--- config.mk ---
export PLATFORM = sky130hd
export DESIGN_NAME = slipeu_ram
export DESIGN_NICKNAME = d
export VERILOG_FILES = /design/src/sv/slipeu_ram.sv
export SDC_FILE = /design/constraint.sdc
export NUM_CORES = 1
export LEC_CHECK = 0
export BUFFER_PORTS_ARGS = -buffer_cell sky130_fd_sc_hd__buf_2
export CORE_UTILIZATION = 40
export CTS_CLUSTER_SIZE = 10
export DETAILED_ROUTE_END_ITERATION = 16
export GPL_TIMING_DRIVEN = 1
export SETUP_SLACK_MARGIN = 0.1
export SLEW_MARGIN = 10
export SYNTH_ARGS = -nofsm -noshare
export SYNTH_HDL_FRONTEND = slang
export SYNTH_SLANG_ARGS = --single-unit
--- constraint.sdc ---
create_clock -name clk_i -period 1.35 [get_ports clk_i]
set_input_delay 0.2025 -clock clk_i [delete_from_list [all_inputs] [get_ports clk_i]]
set_output_delay 0.2025 -clock clk_i [all_outputs]
set_load 0.02 [all_outputs]
--- src/sv/slipeu_ram.sv ---
`timescale 1ns / 1ps
// ----------------------------------------------------------------------------
// slipeu_ram
// Generic single-write, single-read RAM with registered read data.
// ----------------------------------------------------------------------------
module slipeu_ram #(
  parameter int Width = 8,
  parameter int Depth = 4
) (
  input  logic                                        clk_i,
  input  logic                                        we_i,
  input  logic [((Depth > 1) ? $clog2(Depth) : 1)-1:0] waddr_i,
  input  logic [Width-1:0]                            wdata_i,
  input  logic [((Depth > 1) ? $clog2(Depth) : 1)-1:0] raddr_i,
  output logic [Width-1:0]                            rdata_o
);

  logic [Width-1:0] mem_q [Depth];

  // Write, then register the read word
  always_ff @(posedge clk_i) begin
    if (we_i) begin
      mem_q[waddr_i] <= wdata_i;
    end
    rdata_o <= mem_q[raddr_i];
  end

endmodule

### Yosys cells after proc, flatten, opt, wreduce, memory -nomap -nowiden

Memory sizes are Yosys's and may differ from the RTL's. A register that Yosys moved wholly into a read port is not among the register bits.
Index checks and enable logic that the tools add are counted.

* multiplexer cells: 2

Operator list (count)
* 1-bit two-way mux: 2

* memories: 1
* flip-flop bits (word level): 0
* logic and storage cells: 3
* input port bits: 14
* output and inout bits: 8
* RAM bits: 32

Memory list
* mem_q: words 4, bits a word 8, rd ports 1, clocked after memory_dff 1, write ports 1, RTL line 18 `logic [Width-1:0] mem_q [Depth];`

### Longest topological paths before layout

Gate-level depths: netlist of the first run.

* depth after elaboration: 2
* depth in mapped cells: 2
* mapped depth without buffers: 1

### Worst setup path before layout of the first run

OpenSTA, ideal clock, no wires.

* kind: input -> register
* start point: input waddr_i[0] (netlist bit)
* end point: memory mem_q[0][0], enable pin
* data arrival time: 0.881 ns
* setup slack: 0.083 ns
* stages: 1
* required time: 0.965 ns
* path through: nor3b_1

RTL lines
* start: declaration: RTL line 12 `input logic [((Depth > 1) ? $clog2(Depth) : 1)-1:0] waddr_i,`
* end: declaration: RTL line 18

Straight into the memory's write port.

### Final worst setup path of the first run

* start point: register rdata_o[6] (read register of mem_q)
* end point: output rdata_o[6]

RTL lines
* start: declaration: RTL line 15 `output logic [Width-1:0] rdata_o`

No word-level cell between the ends.

==> results of run 1 <==
==> final timing paths <==
path	cells after the start	slack, ns	to
max	1	0.33	rdata_o[6]
min	1	0.07	mem_q[1][3]$_DFFE_PP_
max reg2reg	1	0.38	rdata_o[6]$_DFF_P_
min reg2reg	1	0.56	rdata_o[3]$_DFF_P_
==> final cells by class <==
| class | count | area (sq um) |
|---|---|---|
| Fill cell | 280 | 1520 |
| Sequential cell | 40 | 1120 |
| Multi-Input combinational cell | 12 | 216 |
| Timing Repair Buffer | 28 | 158 |
| Tap cell | 44 | 55.1 |
| Clock buffer | 6 | 51.3 |
| Clock inverter | 2 | 10.0 |
==> metrics by stage <==
step / total power, mW / util
floorplan: 1.54 / -
global placement: 1.61 / 0.496
detailed placement: 1.62 / 0.496
CTS: 2.22 / 0.515
global route: 2.29 / 0.515
finish: 2.19 / 0.515
==> metal layers <==
| metal | track usage | vias up | routed length (um) |
|---|---|---|---|
| met4 | 0.0598 | 0 | 27 |
| met2 | 0.194 | 20 | 884 |
| li1 | - | 293 | - |
| met3 | 0.0693 | 4 | 120 |
| met5 | 0 | - | 0 |
| met1 | 0.160 | 309 | 878 |
==> cells in the mapped netlist, drive strengths merged <==
cell type,number,area (sq um)
and3,1,6.26
mux4,8,180
clkbuf,1,5.00
dfxtp,8,160
edfxtp,32,961
and3b,2,17.5
nor3b,1,7.51
buf,1,11.3
==> kinds of logic (layout without fill, tap and decap cells) <==
logic type | count (synthesis) | in the layout
buffers and inverters | 2 | 36
muxes | 8 | 8
DFF | 40 | 40
and+or+nand+nor | 4 | 4
==> power by group <==
group / internal, mW / switching [mW]
clock: 0.248 / 0.365
sequential: 1.40 / 0.0140
combinational: 0.0773 / 0.0876
total: 1.73 / 0.466
==> state kept, by name (all words and copies together) (netlist names) <==
signal / flops
mem_q: 32
rdata_o: 8
==> placed cells by master (no fill, tap or decap) <==
| master | instances |
|---|---|
| clkbuf_4 | 5 |
| buf_4 | 7 |
| mux4_2 | 8 |
| edfxtp_1 | 32 |
| and3_1 | 1 |
| and3b_1 | 2 |
| nor3b_2 | 1 |
| dfxtp_1 | 8 |
| clkbuf_8 | 1 |
| buf_2 | 21 |
| clkinv_2 | 2 |
==> metrics.txt, run 1 <==
Synth Area per Inst=25.0 sq um; worst-case clock skew=0.00669 ns; die width=60.1 um; Layout Nets=101; GRT overflow=0; GRT Util Overall=0.132; post-synthesis compound-gate area fraction=0; Worst Setup End Kind=output pin; dpl ws=0.175 ns; routed vias/inst=4.74; TritonCTS clock tree=yes; n_diodes=0; Setup Viol. Count Final=0; critical path arrival=0.81 ns; final count of pins violating max slew=0; Slew HR=0.813; Design Area, Final=1610 sq um; Synthesis Warnings=0; dpl cells=124; first drt pass iteration count=2; worst path bufs/invs=1; Slowest cell on crit path=dfxtp_1; kind of critical path=reg2out; GP Congestion=0.646; CTS Sinks=40; Post-Synth Simple-Gate Area=0.0232; Seq/Total Area, Yosys=0.831; Worst-Skew Late Latency=0.34 ns; DP Area=1550 sq um; antenna-violating nets left=0; post-DR wirelength/cell=14.5 um; CP Launch Type=flop; PwrDens=1360 nW/um^2; largest net degree at the start of global routing=13; Layout area overhead=19.5%; Synth Cell Area=1350 sq um; status=completed; combinational family with the most area after synthesis=multiplexers; synth unique cells=8; Starting Density=0.431; clk slew on worst S/H paths=0.11 ns; Fin Setup TNS=0 ns; Period minus WS final=1.02 ns; CTS-repair resized insts=0; cts bufs inserted=5; Synth Area in XOR/XNOR=0; Worst Hold Slack=0.0743 ns; f_max=985 MHz; core area=3130 sq um; Yosys reg bits=40; CP Launch Point=rdata_o[6]$_DFF_P_; Total Wirelength=1.91 mm; PortBufs=21; HP Class=in2reg; maximum root-to-sink buffer count=2; # rows=20; first-pass GRT wire length=3.04 mm; Vias=626; unrepaired setup endpoints after global routing=no; worst hold start=wdata_i[3]; mux contribution to synthesized area=0.134; Worst EP required=1.15 ns; Final WS setup=0.335 ns; Worst-Margin Slew=0.281 ns; drc violations=0; cells along the critical path=buf_2; Clock H-tree levels=2; I/O pins=22; Top delay family on crit path=flip-flops; initial antenna violation count=0; slowest cell delay on critical path=0.32 ns; fin crit share=0.752; Reg2Reg Launch Point=mem_q[2][6]$_DFFE_PP_; clock root cell=clkbuf_4; Die Ht=60.1 um; leakage=0.593 nW; Synth Area in Adders=0; vias in the first global route=658; Layout Cells excl Fill=132; Max Cap Viol=0; number of DRC markers in iteration 0=11; HPWL after detailed placement=1.37 mm; syn_nets=68; crit-path max FO=1; CTS hold repair buffers=0; Synth Instances=54; worst vdd ir=0.000718 V; post-CTS setup repair buffer count=0; Hold Vio Cnt, Final=0; die area=3610 sq um; ratio of cells with drive above 1 in the final layout=0.511
Note: power is estimated with default switching activity, not from simulation.
==> inputs of run 2 (changes only) <==
==> constraint.sdc (replaced) <==
create_clock -name clk_i -period 1 [get_ports clk_i]
set_input_delay 0.15 -clock clk_i [delete_from_list [all_inputs] [get_ports clk_i]]
set_output_delay 0.15 -clock clk_i [all_outputs]
set_load 0.02 [all_outputs]
==> metrics.txt, run 2 (synthesized netlist as in run 1, its figures left out) <==
Setup Viol. Count Final=0; Slowest cell on crit path=mux4_2; routed vias/inst=4.87; Worst Setup End Kind=flop; commonest non-fill, non-tap cell in the layout=edfxtp_1; biggest regs=mem_q x32, rdata_o x8; Worst EP required=1.23 ns; crit-path max FO=1; # fillers=255; CP Launch Point=mem_q[2][7]$_DFFE_PP_; GRT Util Overall=0.134; kind of critical path=reg2reg; initial antenna violation count=0; dpl cells=122; f_max=1040 MHz; critical path arrival=1.18 ns; n_diodes=0; cells along the critical path=mux4_2; Top delay family on crit path=multiplexers; dpl ws=-0.0308 ns; fin crit share=0.958; number of DRC markers in iteration 0=20; unrepaired setup endpoints after global routing=yes; CTS Sinks=40; die area=3610 sq um; final count of pins violating max slew=0; TritonCTS clock tree=yes; clk slew on worst S/H paths=0.11 ns; Worst-Skew Late Latency=0.34 ns; slowest cell delay on critical path=0.46 ns; Clock H-tree levels=2; Layout area overhead=29.4%; clock root cell=clkbuf_4; Final WS setup=0.0415 ns; Max Cap Viol=0; worst path bufs/invs=0; Starting Density=0.431; Worst Hold Slack=0.0225 ns; leakage=0.627 nW; vias in the first global route=633; PwrDens=1750 nW/um^2; Die Ht=60.1 um; max reg flops=32; GP Congestion=0.623; first drt pass iteration count=3; die width=60.1 um; worst-case clock skew=0.00336 ns; ratio of cells with drive above 1 in the final layout=0.580; largest register by flop count=mem_q; PortBufs=21; fin util=0.558; status=completed; Total Wirelength=2.03 mm; Layout Cells excl Fill=132; Vias=643; HP Class=in2reg; worst hold start=wdata_i[6]; Hold Vio Cnt, Final=0; # rows=20; largest net degree at the start of global routing=13; I/O pins=22; antenna-violating nets left=0; CP Launch Type=flop; Design Area, Final=1750 sq um; core area=3130 sq um; most frequent cells in the layout=32 x edfxtp_1, 13 x buf_2, 8 x mux4_2, 8 x buf_6, 8 x dfxtp_2; total power=3.06 mW; Period minus WS final=0.958 ns; GRT overflow=0; Fin Setup TNS=0 ns; Worst-Margin Slew=0.211 ns; cts bufs inserted=5; post-DR wirelength/cell=15.4 um; Layout Nets=101; first-pass GRT wire length=3.13 mm; DP Area=1600 sq um; maximum root-to-sink buffer count=2; worst vdd ir=0.000840 V; Reg2Reg Launch Point=mem_q[2][7]$_DFFE_PP_; Slew HR=0.859; drc violations=0
run 2: changes by cell type in the layout (fill, tap and decap cells not counted), sizes merged:
cell         previous run  this run
buf                    28        26
dlygate4sd3             0         2
run 2: metal layers:
| layer | vias to the layer above | wire length, um | GRT usage |
|---|---|---|---|
| met2 | 20 | 1080 | 0.213 |
| li1 | 292 | - | - |
| met5 | - | 0 | 0 |
| met1 | 327 | 832 | 0.158 |
| met4 | 0 | 17 | 0.0598 |
| met3 | 4 | 108 | 0.0584 |
run 2: final timing paths:
path                                 to  slack (ns)  cells past startpoint
setup reg to reg     rdata_o[7]$_DFF_P_        0.04                      1
hold / removal    mem_q[3][6]$_DFFE_PP_        0.02                      1
hold reg to reg      rdata_o[1]$_DFF_P_        0.56                      1
setup / recovery     rdata_o[7]$_DFF_P_        0.04                      1
run 2: repair_timing:
item	4_1_cts	5_1_grt
pin swaps	0	0
endpoints found under the setup margin	16	16
hold endpoints to repair	0	6
buffers inserted	0	0
resized for setup	23	1
hold buffers	0	2
run 2: layout make-up:
type                            instances  area (sq um)  area share
Sequential cell                        40          1130       0.648
Timing Repair Buffer                   28           275       0.158
Multi-Input combinational cell         12           223       0.128
Tap cell                               44          55.1      0.0315
Clock buffer                            6          51.3      0.0294
Clock inverter                          2          10.0     0.00573
run 2: power by group:
| part | internal [mW] | total [mW] | switching, mW |
|---|---|---|---|
| clock network | 0.335 | 0.836 | 0.501 |
| registers | 1.90 | 1.93 | 0.0285 |
| logic | 0.166 | 0.292 | 0.126 |
