==> src/sv/slipeu_pkg.sv <==
`timescale 1ns / 1ps
// ----------------------------------------------------------------------------
// slipeu_pkg
// Shared types and constants of the slip hardening Euler update block.
// ----------------------------------------------------------------------------
package slipeu_pkg;

  // Configuration register indexes
  localparam logic [2:0] CFG_HARDENING_RATE = 3'd0;
  localparam logic [2:0] CFG_INITIAL_HARD   = 3'd1;
  localparam logic [2:0] CFG_SATURATION     = 3'd2;
  localparam logic [2:0] CFG_COEFF_CS       = 3'd3;
  localparam logic [2:0] CFG_COEFF_CX       = 3'd4;
  localparam logic [2:0] CFG_TIME_STEP      = 3'd5;
  localparam logic [2:0] CFG_UPDATE_MODE    = 3'd6;

  // Q24.24 one, saturation bound of intermediates, output limits
  localparam logic [46:0] Q_ONE     = 47'd16777216;
  localparam logic [63:0] BIG       = 64'h1FFF_FFFF_FFFF_FFFF;
  localparam logic [47:0] OUT_MAX   = 48'h7FFF_FFFF_FFFF;
  localparam logic [47:0] OUT_MIN   = 48'h8000_0000_0000;
  localparam logic [63:0] GRAD_GAIN = 64'd50000;

  // Sequencer states
  typedef enum logic [4:0] {
    ST_IDLE,
    ST_WORK,
    ST_SHEAR,
    ST_WRATE,
    ST_CSQ,
    ST_C50K,
    ST_CDIV,
    ST_READ,
    ST_LOAD,
    ST_V1,
    ST_V2,
    ST_V3,
    ST_G1,
    ST_G2,
    ST_INC,
    ST_EMIT
  } seq_state_e;

  // Request to the shared multiplier
  typedef struct packed {
    logic start;
    logic shift24;   // 1: product >> 24, 0: no shift
    logic cap_full;  // 1: saturate at 2^64-1, 0: saturate at BIG
  } mul_ctrl_t;

endpackage

==> src/sv/slipeu_div.sv <==
`timescale 1ns / 1ps
// ----------------------------------------------------------------------------
// slipeu_div
// Restoring divider, one quotient bit a cycle: min(n * 2^24 / d, BIG).
// ----------------------------------------------------------------------------
module slipeu_div (
  input  logic        clk_i,
  input  logic        rst_ni,
  input  logic        start_i,
  input  logic [63:0] n_i,
  input  logic [63:0] d_i,
  output logic        done_o,
  output logic [63:0] res_o
);

  localparam int unsigned Steps = 88;

  logic [63:0] n_q, d_q, r_q, q_q;
  logic        sticky_q, busy_q;
  logic [6:0]  k_q;
  logic [63:0] r_sh, q_sh;
  logic        ge;

  assign r_sh = {r_q[62:0], n_q[63]};
  assign ge   = (r_sh >= d_q);
  assign q_sh = {q_q[62:0], ge};

  // Step control
  always_ff @(posedge clk_i or negedge rst_ni) begin
    if (!rst_ni) begin
      busy_q <= 1'b0;
      k_q    <= 7'd0;
      done_o <= 1'b0;
    end else begin
      done_o <= 1'b0;
      if (start_i) begin
        busy_q <= 1'b1;
        k_q    <= 7'd0;
      end else if (busy_q) begin
        if (k_q == 7'(Steps - 1)) begin
          busy_q <= 1'b0;
          done_o <= 1'b1;
        end
        k_q <= k_q + 7'd1;
      end
    end
  end

  // Shift, compare and subtract; hold a sticky overflow once above the cap
  always_ff @(posedge clk_i) begin
    if (start_i) begin
      n_q      <= n_i;
      d_q      <= d_i;
      r_q      <= 64'd0;
      q_q      <= 64'd0;
      sticky_q <= 1'b0;
    end else if (busy_q) begin
      n_q <= {n_q[62:0], 1'b0};
      r_q <= ge ? (r_sh - d_q) : r_sh;
      if (!sticky_q) begin
        q_q <= q_sh;
        if (q_sh[63:61] != 3'd0) begin
          sticky_q <= 1'b1;
        end
      end
    end
  end

  assign res_o = sticky_q ? slipeu_pkg::BIG : q_q;

endmodule

==> config.mk <==
export PLATFORM = sky130hd
export DESIGN_NAME = slipeu_div
export DESIGN_NICKNAME = d
export VERILOG_FILES = /design/src/sv/slipeu_pkg.sv /design/src/sv/slipeu_div.sv
export SDC_FILE = /design/constraint.sdc
export NUM_CORES = 1
export LEC_CHECK = 0
export ABC_AREA = 1
export BUFFER_PORTS_ARGS = -buffer_cell sky130_fd_sc_hd__buf_2
export CORE_ASPECT_RATIO = 0.6
export CORE_MARGIN = 5
export CORE_UTILIZATION = 61
export CTS_BUF_LIST = sky130_fd_sc_hd__clkbuf_2
export CTS_CLUSTER_DIAMETER = 200
export DETAILED_ROUTE_END_ITERATION = 7
export GPL_TIMING_DRIVEN = 0
export HOLD_SLACK_MARGIN = 0.06
export PLACE_DENSITY = 0.83
export SLEW_MARGIN = 20
export SYNTH_ARGS = -nofsm -noshare
export SYNTH_HDL_FRONTEND = slang
export SYNTH_SLANG_ARGS = --single-unit
==> constraint.sdc <==
create_clock -name clk_i -period 3.7 [get_ports clk_i]
set_input_delay 0.74 -clock clk_i [delete_from_list [all_inputs] [get_ports clk_i]]
set_output_delay 0.74 -clock clk_i [all_outputs]
set_load 0.005 [all_outputs]
# ---- After elaboration in Yosys (flattened, before gate mapping)
# Index checks and enable logic that the tools add are counted.
dict set report word_totals {
  ramBits 0
  input_bits 131
  mem_bits_ro 0
  register_bits 265
  memories 0
  wordCells 30
  latchBits 0
  out_inout_bits 65
}
dict set report classes {
  bitwise 1
  shifts 0
  div_mod_pow 0
  n_lt_le_gt_ge 1
  n_reduce_logical 3
  eq_ne 1
  n_addsub 2
  mul 0
  muxes 14
}
# cell count
set ops {}
lappend ops {{$mux W64} 3}
lappend ops {{$ge A64 B64 Y1} 1}
lappend ops {{$mux W63} 1}
lappend ops {{$sub A63 B63 Y63} 1}
lappend ops {{$mux W7} 2}
lappend ops {{$mux W1} 8}
lappend ops {{$add A7 B1 Y7 const B} 1}
lappend ops {{$eq A7 B7 Y1 const B} 1}
lappend ops {{$reduce_bool A3 Y1} 1}
lappend ops {{$reduce_and A2 Y1} 1}
lappend ops {{$reduce_bool A2 Y1} 1}
lappend ops {{$not A1 Y1} 1}

# ---- Longest topological paths before layout
dict set report depth {
  depth_word 4
  depth_mapped 19
  mapped_depth_nobuf 18
}

# ---- Least setup slack after synthesis
# OpenSTA, ideal clock, no wires.
dict set report synth_timing {
  path_kind {input to register}
  from {input start_i}
  to {register n_q[0], enable pin}
  arrival_ps 3168
  path_stages 4
  setup_time_ps 454
  path_slack_ps 78
  t_required_ps 3246
  path_buffers 2
  path_cell_list {clkbuf_1 > nor2_1 > inv_1 > clkbuf_1}
}
dict set report synth_via {
  elab_chain_cells 1
}
# element line_no
set synth_rtl {}
lappend synth_rtl {{start, declared} slipeu_div.sv:9} ;# input logic start_i,
lappend synth_rtl {{$reduce_bool A2 Y1 (no line)} --}
lappend synth_rtl {{end signal, assigned} slipeu_div.sv:52} ;# n_q <= n_i;
lappend synth_rtl {{end signal, assigned} slipeu_div.sv:58} ;# n_q <= {n_q[62:0], 1'b0};
lappend synth_rtl {{end, declared} slipeu_div.sv:18} ;# logic [63:0] n_q, d_q, r_q, q_q;
# Every way passes these cells.
# A chain may end at the register's enable or synchronous reset.

# ---- Worst setup path after layout
dict set report layout_timing {
  from {register n_q[63]}
  to {register r_q[49]}
}
dict set report layout_via {
  elab_chain_cells 2
  word_cells_on_any_way 3
  cone_classes {add/sub: 1; order compare: 1; mux: 1}
}
# element line_no
set layout_rtl {}
lappend layout_rtl {{$sub A63 B63 Y63 or $ge A64 B64 Y1 (tied branches)} {slipeu_div.sv:59, slipeu_div.sv:25}}
lappend layout_rtl {{$mux W63 *} slipeu_div.sv:59} ;# r_q <= ge ? (r_sh - d_q) : r_sh;
lappend layout_rtl {{end signal, assigned} slipeu_div.sv:59}
lappend layout_rtl {{end, declared} slipeu_div.sv:18}
# Mark *: on every way between the ends. The rest lies on a longest branch, timed or not.

==> impl_metrics.tcl <==
set metrics [dict create \
    grt_pass1_vias 16800 \
    grt_pass1_wl_um 94000 \
    synth_ff_type "edfxtp_1" \
    coreArea_um2 27300 \
    clk_pin_slew_worst_paths_ns 0.15 \
    final.setup.worst_slack_ns 0.325 \
    cp_common_cell "nand2_1" \
    power_density_nw_per_um2 310 \
    ys_warn_count 0 \
    crit_family "simple AND/OR/NAND/NOR gates" \
    drt-total-wl_um 64200 \
    path_cells "inv_1 -> ha_1 -> fa_1 -> inv_1 -> nand2_1 -> nand2_1 -> nand3_1 -> nand2_2 -> nand2_1 -> nand2_2 -> nand2_2 -> nand3_2 -> nand2_4 -> nand2_8 -> buf_6 -> nand3_1 -> nand2_1 -> nand2_1" \
    seq_area_frac_synth_pct 39.5 \
    cap_violations 0 \
    syn-instance-count 2437 \
    htree_levels 2 \
    grt_usage_pct 38.4 \
    numCtsBuffers 61 \
    status "finished clean" \
    post-route-period-util_pct 91.2 \
    crit_type "register to register" \
    placed_cells 3001 \
    fin_nets 2997 \
    layout_commonest_cell "nand2_1" \
    via_per_inst 5.73 \
    mostFrequentLayoutCells "nand2_1, inv_1, buf_2" \
    fp.dieH_um 138 \
    fp-row-count 47 \
    syn2layout_area_growth_pct 18.7 \
    required_ns 4.54 \
    drc_errors 0 \
    drtAntennaViolNets 0 \
    io_pins 196 \
    drt_pass1_iterations 7 \
    final_cell_area_um2 19900 \
    drive_above_1_share_pct 16.3 \
    fillers 2118 \
    vdd_drop_max_uv 348 \
    place_hpwl_um 44600 \
    synth_nets 2634 \
    drtIter0Drc 2763 \
    synth-edff-count 128 \
    period_needed_ns 3.38 \
    rsz0062_at_grt "no" \
    wl_per_cell_um 19.9 \
    placed_cell_area_um2 18300 \
    hold_path_class "input pin to register" \
    total_power_mw 6.18 \
    start_util_pct 61.4 \
    synth_seq_cells 265 \
    fp.dieArea_um2 31000 \
    antenna_found_initial 5 \
    insertion_delay_ns 1.01 \
    finalSetupTns_ns 0 \
    grt-ovfl-total 0 \
    skew_ns 0.0920 \
    synth.avg_cell_area_um2 6.89 \
    clockBufferDepth 3 \
    synth_area_um2 16800 \
    io_buffer_count 195 \
    crit_arrival_ns 4.21 \
    cp_num_buf_inv 3 \
    async_flop_share_pct 3.40 \
    crit_fanout 10 \
    gp_congestion 1.05 \
    timing.final.hold_violations 0 \
    setup_violations 0 \
    max_stage_delay_ns 0.46 \
    leakage_nw 11.1 \
    synth.distinct_cells 41 \
    cp_slowest_cell "edfxtp_1" \
    num_vias 18500 \
    slew_violations 0 \
    die_w_um 224 \
    end_kind "register" \
    critPathLaunchType "register" \
    cts.sinks 265 \
    post-place-ws_ns 0.284 \
    fin_cells 3224 \
    clockRootBuffer "clkbuf_2" \
    slew_headroom_pct 34.8 \
    cts_tree "yes" \
    grt_start_max_net_pins 43 \
    fmax_mhz 296 \
    worst_pin_slew_ns 0.978 \
]
==> metal layers <==
layer | vias up | GRT usage, % | share of wire (%)
li1 | 8316 | - | -
met1 | 8350 | 58.0 | 42
met2 | 1510 | 52.2 | 39
met3 | 289 | 12.1 | 15
met4 | 4 | 11.6 | 4.4
met5 | - | 1.23 | 0.087
==> worst min-delay path, delay by kind of cell <==
| family | cells | cell delay [ns] |
|---|---|---|
| AND/OR/NAND/NOR | 2 | 0.11 |
| buffers and inverters | 1 | 0.08 |
==> final cells by class <==
cell class	count	area [um2]	area share [%]
timing repair buffer	300	2050	10.3
clock buffer	94	470	2.36
tap	367	459	2.30
inverter	472	1770	8.89
multi-input combinational	1628	8040	40.4
antenna	5	12.5	0.0628
sequential	265	6630	33.3
buffer	72	344	1.73
clock inverter	21	145	0.728
==> final timing paths <==
kind | slack [ns] | depth (start not counted) | from | endpoint
setup / recovery | 0.32 | 18 | n_q[63] | r_q[49]
hold / removal | 0.07 | 3 | n_i[5] | n_q[5]
setup reg to reg | 0.32 | 18 | n_q[63] | r_q[49]
hold reg to reg | 0.46 | 2 | q_q[60] | q_q[60]
max in group asynchronous | 3.31 | 2 | rst_ni | busy_q
min in group asynchronous | 0.16 | 2 | rst_ni | k_q[5]
==> power by group <==
part           internal (mW)  switching [mW]  total (mW)
sequential              3.21          0.0521        3.26
combinational          0.277           0.463       0.740
clock                  0.829            1.35        2.18
total                   4.32            1.87        6.18
==> logic make-up (layout without fill, tap and decap cells) <==
kind of cell / after synthesis / after routing / synth area share, %
simple gates: 1372 / 1372 / 34.3
fa+ha+maj: 66 / 66 / 4.96
compound gates: 160 / 160 / 7.05
other cells: 0 / 5 / 0
flops: 265 / 265 / 39.5
buf+inv: 544 / 959 / 12.6
xor+xnor: 30 / 30 / 1.57
==> state kept, by name, indices dropped and copies added (netlist names) <==
| name | flops |
|---|---|
| d_q | 64 |
| n_q | 64 |
| q_q | 64 |
| r_q | 63 |
| k_q | 7 |
| busy_q | 1 |
| done_o | 1 |
| sticky_q | 1 |
==> repair_timing <==
item | CTS | global route
gates resized for setup | 0 | 0
setup buffers | 0 | 0
hold endpoints to repair | 89 | 22
hold buffers | 81 | 22
==> synth_stat cells, drive strengths merged (9+ instances only) <==
master / n / area (um2)
nand3: 168 / 846
dfrtp: 9 / 225
or2: 59 / 369
a21oi: 53 / 269
o221a: 58 / 653
nand2: 963 / 3650
nand4: 10 / 62.6
dfxtp: 128 / 2560
nor3: 18 / 95.1
inv: 467 / 1750
xnor2: 27 / 236
ha: 65 / 813
nor2: 123 / 510
nand3b: 26 / 195
clkbuf: 54 / 203
o21ai: 43 / 215
edfxtp: 128 / 3840
buf: 18 / 138
==> through the flow <==
stage | util (%) | hold WS (ns)
after floorplan | - | 0.430
final | 72.9 | 0.0665
after detailed placement | 66.8 | 0.450
after global routing | 72.9 | 0.0168
after global placement | 66.6 | 0.443
after CTS | 72.0 | 0.0613
Note: power is estimated with default switching activity, not from simulation.
