### config.mk
export PLATFORM = sky130hd
export DESIGN_NAME = slipeu_mul
export DESIGN_NICKNAME = d
export VERILOG_FILES = /design/src/sv/slipeu_pkg.sv /design/src/sv/slipeu_mul.sv
export SDC_FILE = /design/constraint.sdc
export NUM_CORES = 2
export LEC_CHECK = 0
export BUFFER_PORTS_ARGS = -buffer_cell sky130_fd_sc_hd__buf_2
export CAP_MARGIN = 20
export CORE_UTILIZATION = 40
export CTS_CLUSTER_SIZE = 14
export DETAILED_ROUTE_END_ITERATION = 8
export GPL_ROUTABILITY_DRIVEN = 0
export HOLD_SLACK_MARGIN = 0.15
export SLEW_MARGIN = 10
export SYNTH_ARGS = -nofsm -noshare
export SYNTH_HDL_FRONTEND = slang
export SYNTH_SLANG_ARGS = --single-unit
### constraint.sdc
create_clock -name clk_i -period 26.4 [get_ports clk_i]
set_input_delay 1.32 -clock clk_i [delete_from_list [all_inputs] [get_ports clk_i]]
set_output_delay 1.32 -clock clk_i [all_outputs]
set_load 0.01 [all_outputs]
### src/sv/slipeu_pkg.sv
`timescale 1ns / 1ps
// ----------------------------------------------------------------------------
// slipeu_pkg
// Shared types and constants of the slip hardening Euler update block.
// ----------------------------------------------------------------------------
package slipeu_pkg;

  // Configuration register indexes
  localparam logic [2:0] CFG_HARDENING_RATE = 3'd0;
  localparam logic [2:0] CFG_INITIAL_HARD   = 3'd1;
  localparam logic [2:0] CFG_SATURATION     = 3'd2;
  localparam logic [2:0] CFG_COEFF_CS       = 3'd3;
  localparam logic [2:0] CFG_COEFF_CX       = 3'd4;
  localparam logic [2:0] CFG_TIME_STEP      = 3'd5;
  localparam logic [2:0] CFG_UPDATE_MODE    = 3'd6;

  // Q24.24 one, saturation bound of intermediates, output limits
  localparam logic [46:0] Q_ONE     = 47'd16777216;
  localparam logic [63:0] BIG       = 64'h1FFF_FFFF_FFFF_FFFF;
  localparam logic [47:0] OUT_MAX   = 48'h7FFF_FFFF_FFFF;
  localparam logic [47:0] OUT_MIN   = 48'h8000_0000_0000;
  localparam logic [63:0] GRAD_GAIN = 64'd50000;

  // Sequencer states
  typedef enum logic [4:0] {
    ST_IDLE,
    ST_WORK,
    ST_SHEAR,
    ST_WRATE,
    ST_CSQ,
    ST_C50K,
    ST_CDIV,
    ST_READ,
    ST_LOAD,
    ST_V1,
    ST_V2,
    ST_V3,
    ST_G1,
    ST_G2,
    ST_INC,
    ST_EMIT
  } seq_state_e;

  // Request to the shared multiplier
  typedef struct packed {
    logic start;
    logic shift24;   // 1: product >> 24, 0: no shift
    logic cap_full;  // 1: saturate at 2^64-1, 0: saturate at BIG
  } mul_ctrl_t;

endpackage

### src/sv/slipeu_mul.sv
`timescale 1ns / 1ps
// ----------------------------------------------------------------------------
// slipeu_mul
// Shared 64x64 multiplier: four 32x32 partial products, shift and saturate.
// ----------------------------------------------------------------------------
module slipeu_mul (
  input  logic                  clk_i,
  input  logic                  rst_ni,
  input  slipeu_pkg::mul_ctrl_t ctrl_i,
  input  logic [63:0]           a_i,
  input  logic [63:0]           b_i,
  output logic                  done_o,
  output logic [63:0]           res_o
);

  logic [63:0]  a_q, b_q;
  logic         shift_q, capf_q, busy_q;
  logic [2:0]   cnt_q;
  logic [63:0]  prod_q;
  logic [1:0]   off_q;
  logic [127:0] acc_q;
  logic [31:0]  a_half, b_half;
  logic [127:0] prod_sh, shifted;
  logic [63:0]  cap, res_d;

  assign a_half = cnt_q[1] ? a_q[63:32] : a_q[31:0];
  assign b_half = cnt_q[0] ? b_q[63:32] : b_q[31:0];

  always_comb begin
    case (off_q)
      2'd0:    prod_sh = {64'd0, prod_q};
      2'd1:    prod_sh = {32'd0, prod_q, 32'd0};
      default: prod_sh = {prod_q, 64'd0};
    endcase
  end

  // Shift the full product and saturate
  always_comb begin
    shifted = shift_q ? (acc_q >> 24) : acc_q;
    cap     = capf_q ? {64{1'b1}} : slipeu_pkg::BIG;
    if (shifted[127:64] != 64'd0) begin
      res_d = cap;
    end else if (shifted[63:0] > cap) begin
      res_d = cap;
    end else begin
      res_d = shifted[63:0];
    end
  end

  // Step control
  always_ff @(posedge clk_i or negedge rst_ni) begin
    if (!rst_ni) begin
      busy_q <= 1'b0;
      cnt_q  <= 3'd0;
      done_o <= 1'b0;
    end else begin
      done_o <= 1'b0;
      if (ctrl_i.start) begin
        busy_q <= 1'b1;
        cnt_q  <= 3'd0;
      end else if (busy_q) begin
        if (cnt_q == 3'd5) begin
          busy_q <= 1'b0;
          done_o <= 1'b1;
        end else begin
          cnt_q <= cnt_q + 3'd1;
        end
      end
    end
  end

  // Partial products and accumulation
  always_ff @(posedge clk_i) begin
    if (ctrl_i.start) begin
      a_q     <= a_i;
      b_q     <= b_i;
      shift_q <= ctrl_i.shift24;
      capf_q  <= ctrl_i.cap_full;
      acc_q   <= 128'd0;
    end else if (busy_q) begin
      if (cnt_q < 3'd4) begin
        prod_q <= {32'd0, a_half} * {32'd0, b_half};
        off_q  <= {1'b0, cnt_q[1]} + {1'b0, cnt_q[0]};
      end
      if (cnt_q >= 3'd1 && cnt_q <= 3'd4) begin
        acc_q <= acc_q + prod_sh;
      end
      if (cnt_q == 3'd5) begin
        res_o <= res_d;
      end
    end
  end

endmodule

# == Word-level counts from Yosys, hierarchy flattened ==
# Index checks and enable logic that the tools add are counted.
# totals
out_inout_bits,65
register_bits,393
# op_classes
n_mul,1
n_mux,16
n_lt_le_gt_ge,4
add_sub_neg,3
reduce_logical,8
n_eq_ne,3
bitwise,1
# op_table
cell,n
$pmux W128 S2,1
$mux W64,3
$add A128 B128 Y128,1
$mux W128,1
$gt A64 B64 Y1,1
$mul A32 B32 Y64,1
$mux W32,2
$reduce_bool A64 Y1,1
$mux W3,3
$mux W1,6
$reduce_and A3 Y1,2
$reduce_and A2 Y1,2
$add A3 B1 Y3 const B,1
$eq A3 B3 Y1 const B,1
$ge A3 B1 Y1 const B,1
$le A3 B3 Y1 const B,1
$lt A3 B3 Y1 const B,1
$add A1 B1 Y2,1
$eq A2 B1 Y1 const B,1
$logic_not A2 Y1,1
$ne A2 B2 Y1 const B,1
$reduce_bool A2 Y1,1
$logic_and A1 B1 Y1,1
$not A1 Y1,1

# == Logic depth before layout (Yosys ltp) ==
# depth
word_depth,4
mapped_depth,33
ltp_nobuf,29

# == Worst setup path before layout ==
# No wires, ideal clock.
# synth_path
path_kind,register -> register
start,reg cnt_q[0]
end,"reg prod_q[56], data pin"
slack_ns,17.232
t_arrival_ns,8.903
path_buffers,4
path_stages_with_launch,30
period_less_slack_ns,9.168
cell_sequence,dfrtp_1 -> clkbuf_1 -> buf_1 -> mux2i_1 -> clkbuf_1 -> nor2_1 -> fa_1 -> fa_1 -> fa_1 -> inv_1 -> fa_1 -> inv_1 -> fa_1 -> fa_1 -> fa_1 -> fa_1 -> ha_1 -> clkbuf_1 -> a21o_1 -> a21o_1 -> a21oi_1 -> o21ai_0 -> or3b_1 -> o21ai_2 -> o41ai_1 -> a221o_1 -> a211o_1 -> a21oi_1 -> o21ai_1 -> xor2_1
# synth_between
elab_chain_cells,2
# synth_rtl
item,line,source
start: declaration,slipeu_mul.sv:18,logic [2:0] cnt_q;
start signal: assignment,slipeu_mul.sv:66,cnt_q <= cnt_q + 3'd1;
$mux W32,slipeu_mul.sv:27,assign b_half = cnt_q[0] ? b_q[63:32] : b_q[31:0];
$mul A32 B32 Y64,slipeu_mul.sv:82,"prod_q <= {32'd0, a_half} * {32'd0, b_half};"
end signal: assignment,slipeu_mul.sv:82,
end: declaration,slipeu_mul.sv:19,logic [63:0] prod_q;
# Every way passes these cells.
# A chain may end at the register's enable or synchronous reset.

# == Worst setup path in the final report ==
# layout_path
start,reg cnt_q[1]
end,"reg prod_q[59], data pin"
# layout_between
elab_chain_cells,2
# layout_rtl
item,line,source
$mux W32,slipeu_mul.sv:26,assign a_half = cnt_q[1] ? a_q[63:32] : a_q[31:0];
$mul A32 B32 Y64,slipeu_mul.sv:82,
# Every way passes these cells.

==> reports/qor.yml <==
status: "completed"
dr.pass1.iters: 8
crit_type: "register to register"
critPathRequiredTime_ns: 26.80
htree_levels: 2
cp_slowest_cell: "a221oi_1"
synth.net_count: 7684
worstHoldStart: "acc_q[100]"
synth_common_cells: "inv_1 (914), fa_1 (897), nand2_1 (822)"
cts-resized-gates: 0
io_buffers: 197
synth-main-ff-cell: "edfxtp_1"
antenna_found_initial: 3
post_drt_via_cell_ratio: 5.689
cts_sinks: 393
worst_slack_ns: 16.22
start_util_pct: 40.27
nNetsFinal: 7677
ant_nets: 0
die_w_um: 376.6
vias: 46486
cts_tree: "yes"
grt_max_degree: 76
skew_ns: 0.04932
synth_area_leaders: "fa_1 (32%), edfxtp_1 (14%), ha_1 (8.8%)"
drive_gt1_share_pct: 8.315
cts_hold_buf: 0
async_flop_share_pct: 1.272
finalSetupTns_ns: 0
hp-class: "register to register"
fin_crit_ns: 10.18
cts_buffer_depth: 3
root_buffer: "clkbuf_16"
cap_violations: 0
slowest_delay_ns: 0.71
avgSynthCellArea_sq_um: 8.968
dpl_cell_area_sq_um: 59190
fmax_mhz: 98.26
drc: 0
ys_seq_area_share_pct: 18.70
cts_setup_buffers: 0
synth_area_sq_um: 56120
first_global_vias: 47672
synth_top_cell_by_area: "fa_1"
area_growth_pct: 8.329
wl_per_cell_um: 24.65
worst_slew_pin_slew_ns: 1.231
place_ws_ns: 16.43
detailedRoute.firstIterationViolations: 5177
ioPinCount: 198
die_y_um: 376.6
arrival_ns: 10.57
clk_latency_ns: 0.68
grt_pass1_wl_um: 299500
cp_common_cell: "fa_1"
clkTransAtPathRegs_ns: 0.06
grt_overflow: 0
yosysWarningCount: 0
max_slew_margin_pct: 16.15
slew_violations: 0
yosys.area.top_type_share_pct: 32.00
final_area_sq_um: 60800
rows: 137
cts_buffers: 49
yosysMostFrequentCell: "inv_1"
setup_viol: 0
worst_r2r_startpoint: "cnt_q[1]"
synth-edff-count: 260
holdWs_ns: 0.4782
grtUsageTotal_pct: 28.34
n_fill_cell: 13746
crit_start: "cnt_q[1]"
netlist_instances: 6258
die_area_sq_um: 141800
core_area_sq_um: 139400
ys_ff_latch: 393
hold_violations: 0
crit_path_max_fanout: 42
setup.worst_path.start_class: "register"
crit_path_end_kind: "register"
dp_hpwl_um: 155100
min_period_over_period_pct: 38.55
rsz0062_at_grt: "no"
synthDistinctLibCells: 83
routed_wl_um: 201400
[final cells by class]
| cell class | count | area (sq um) | share of cell area (%) |
|---|---|---|---|
| Multi-Input combinational cell | 4611 | 41240 | 67.83 |
| Sequential cell | 393 | 10500 | 17.28 |
| Inverter | 914 | 3431 | 5.643 |
| Tap cell | 1876 | 2347 | 3.861 |
| Timing Repair Buffer | 282 | 1673 | 2.752 |
| Clock buffer | 59 | 1264 | 2.079 |
| Clock inverter | 31 | 327.8 | 0.5392 |
| Antenna cell | 5 | 12.51 | 0.02058 |
[worst paths after layout]
path	slack (ns)	cells after the start	endpoint
max reg2reg	16.22	29	prod_q[59]
min reg2reg	0.48	2	acc_q[100]
min in group asynchronous	0.52	1	cnt_q[2]
min	0.48	2	acc_q[100]
max in group asynchronous	25.66	1	cnt_q[1]
max	16.22	29	prod_q[59]
[routing by layer]
| metal | share of wire [%] | GRT usage (%) | wire length [um] | vias up |
|---|---|---|---|---|
| met5 | 0.0050 | 0 | 10 | - |
| li1 | - | - | - | 20125 |
| met2 | 43 | 43.35 | 86050 | 2842 |
| met3 | 12 | 8.159 | 23320 | 681 |
| met4 | 7.1 | 16.27 | 14390 | 2 |
| met1 | 39 | 35.76 | 77620 | 22836 |
[logic make-up (layout without fill, tap and decap cells)]
family / Yosys count / after routing / synth area share, %
flops: 393 / 393 / 18.70
simple gates: 2016 / 2016 / 15.19
buf+inv: 1254 / 1286 / 8.436
mux: 221 / 221 / 4.089
xor+xnor: 175 / 175 / 2.731
other cells: 0 / 5 / 0
fa+ha+maj: 1293 / 1293 / 40.83
compound gates: 906 / 906 / 10.03
[cell usage in the layout (no fill, tap or decap), types with 18 or more instances in the layout]
cell / count
a21o_1: 95
a21oi_1: 342
a22o_1: 38
a31oi_1: 27
and2_1: 68
buf_2: 196
buf_4: 83
clkbuf_16: 49
dfxtp_1: 128
edfxtp_1: 260
fa_1: 897
ha_1: 396
inv_1: 914
mux2_2: 66
mux2i_1: 101
mux2i_2: 42
nand2_1: 822
nand3_1: 47
nand4_1: 102
nor2_1: 802
nor2b_1: 18
nor3_1: 40
nor4_1: 27
o21a_1: 27
o21ai_0: 191
o21bai_1: 44
xnor2_1: 97
xor2_1: 78
[metrics by stage]
stage | instances | utilization (%)
floorplan | 6258 | -
global placement | 8074 | 42.43
detailed placement | 8076 | 42.47
CTS | 8166 | 43.62
global route | 8166 | 43.62
finish | 8171 | 43.63
[sequential cells by signal (all words and copies together), names as in the netlist, 2 cells and up]
register,count
prod_q,64
b_q,64
cnt_q,3
off_q,2
res_o,64
a_q,64
acc_q,128
[worst max-delay path, delay by kind of cell, from the launching register on]
kind / cells / cell delay (ns)
flip-flops: 1 / 0.70
AND/OR/NAND/NOR: 2 / 0.28
XOR/XNOR: 1 / 0.15
multiplexers: 1 / 0.27
AO/OA/AOI/OAI: 10 / 2.76
buffers and inverters: 6 / 1.31
adder cells (fa/ha/maj): 9 / 4.35
Power is left out: the tool's default activity adds up to more than one toggle a clock period on the data nets, which glitch-free logic cannot reach.
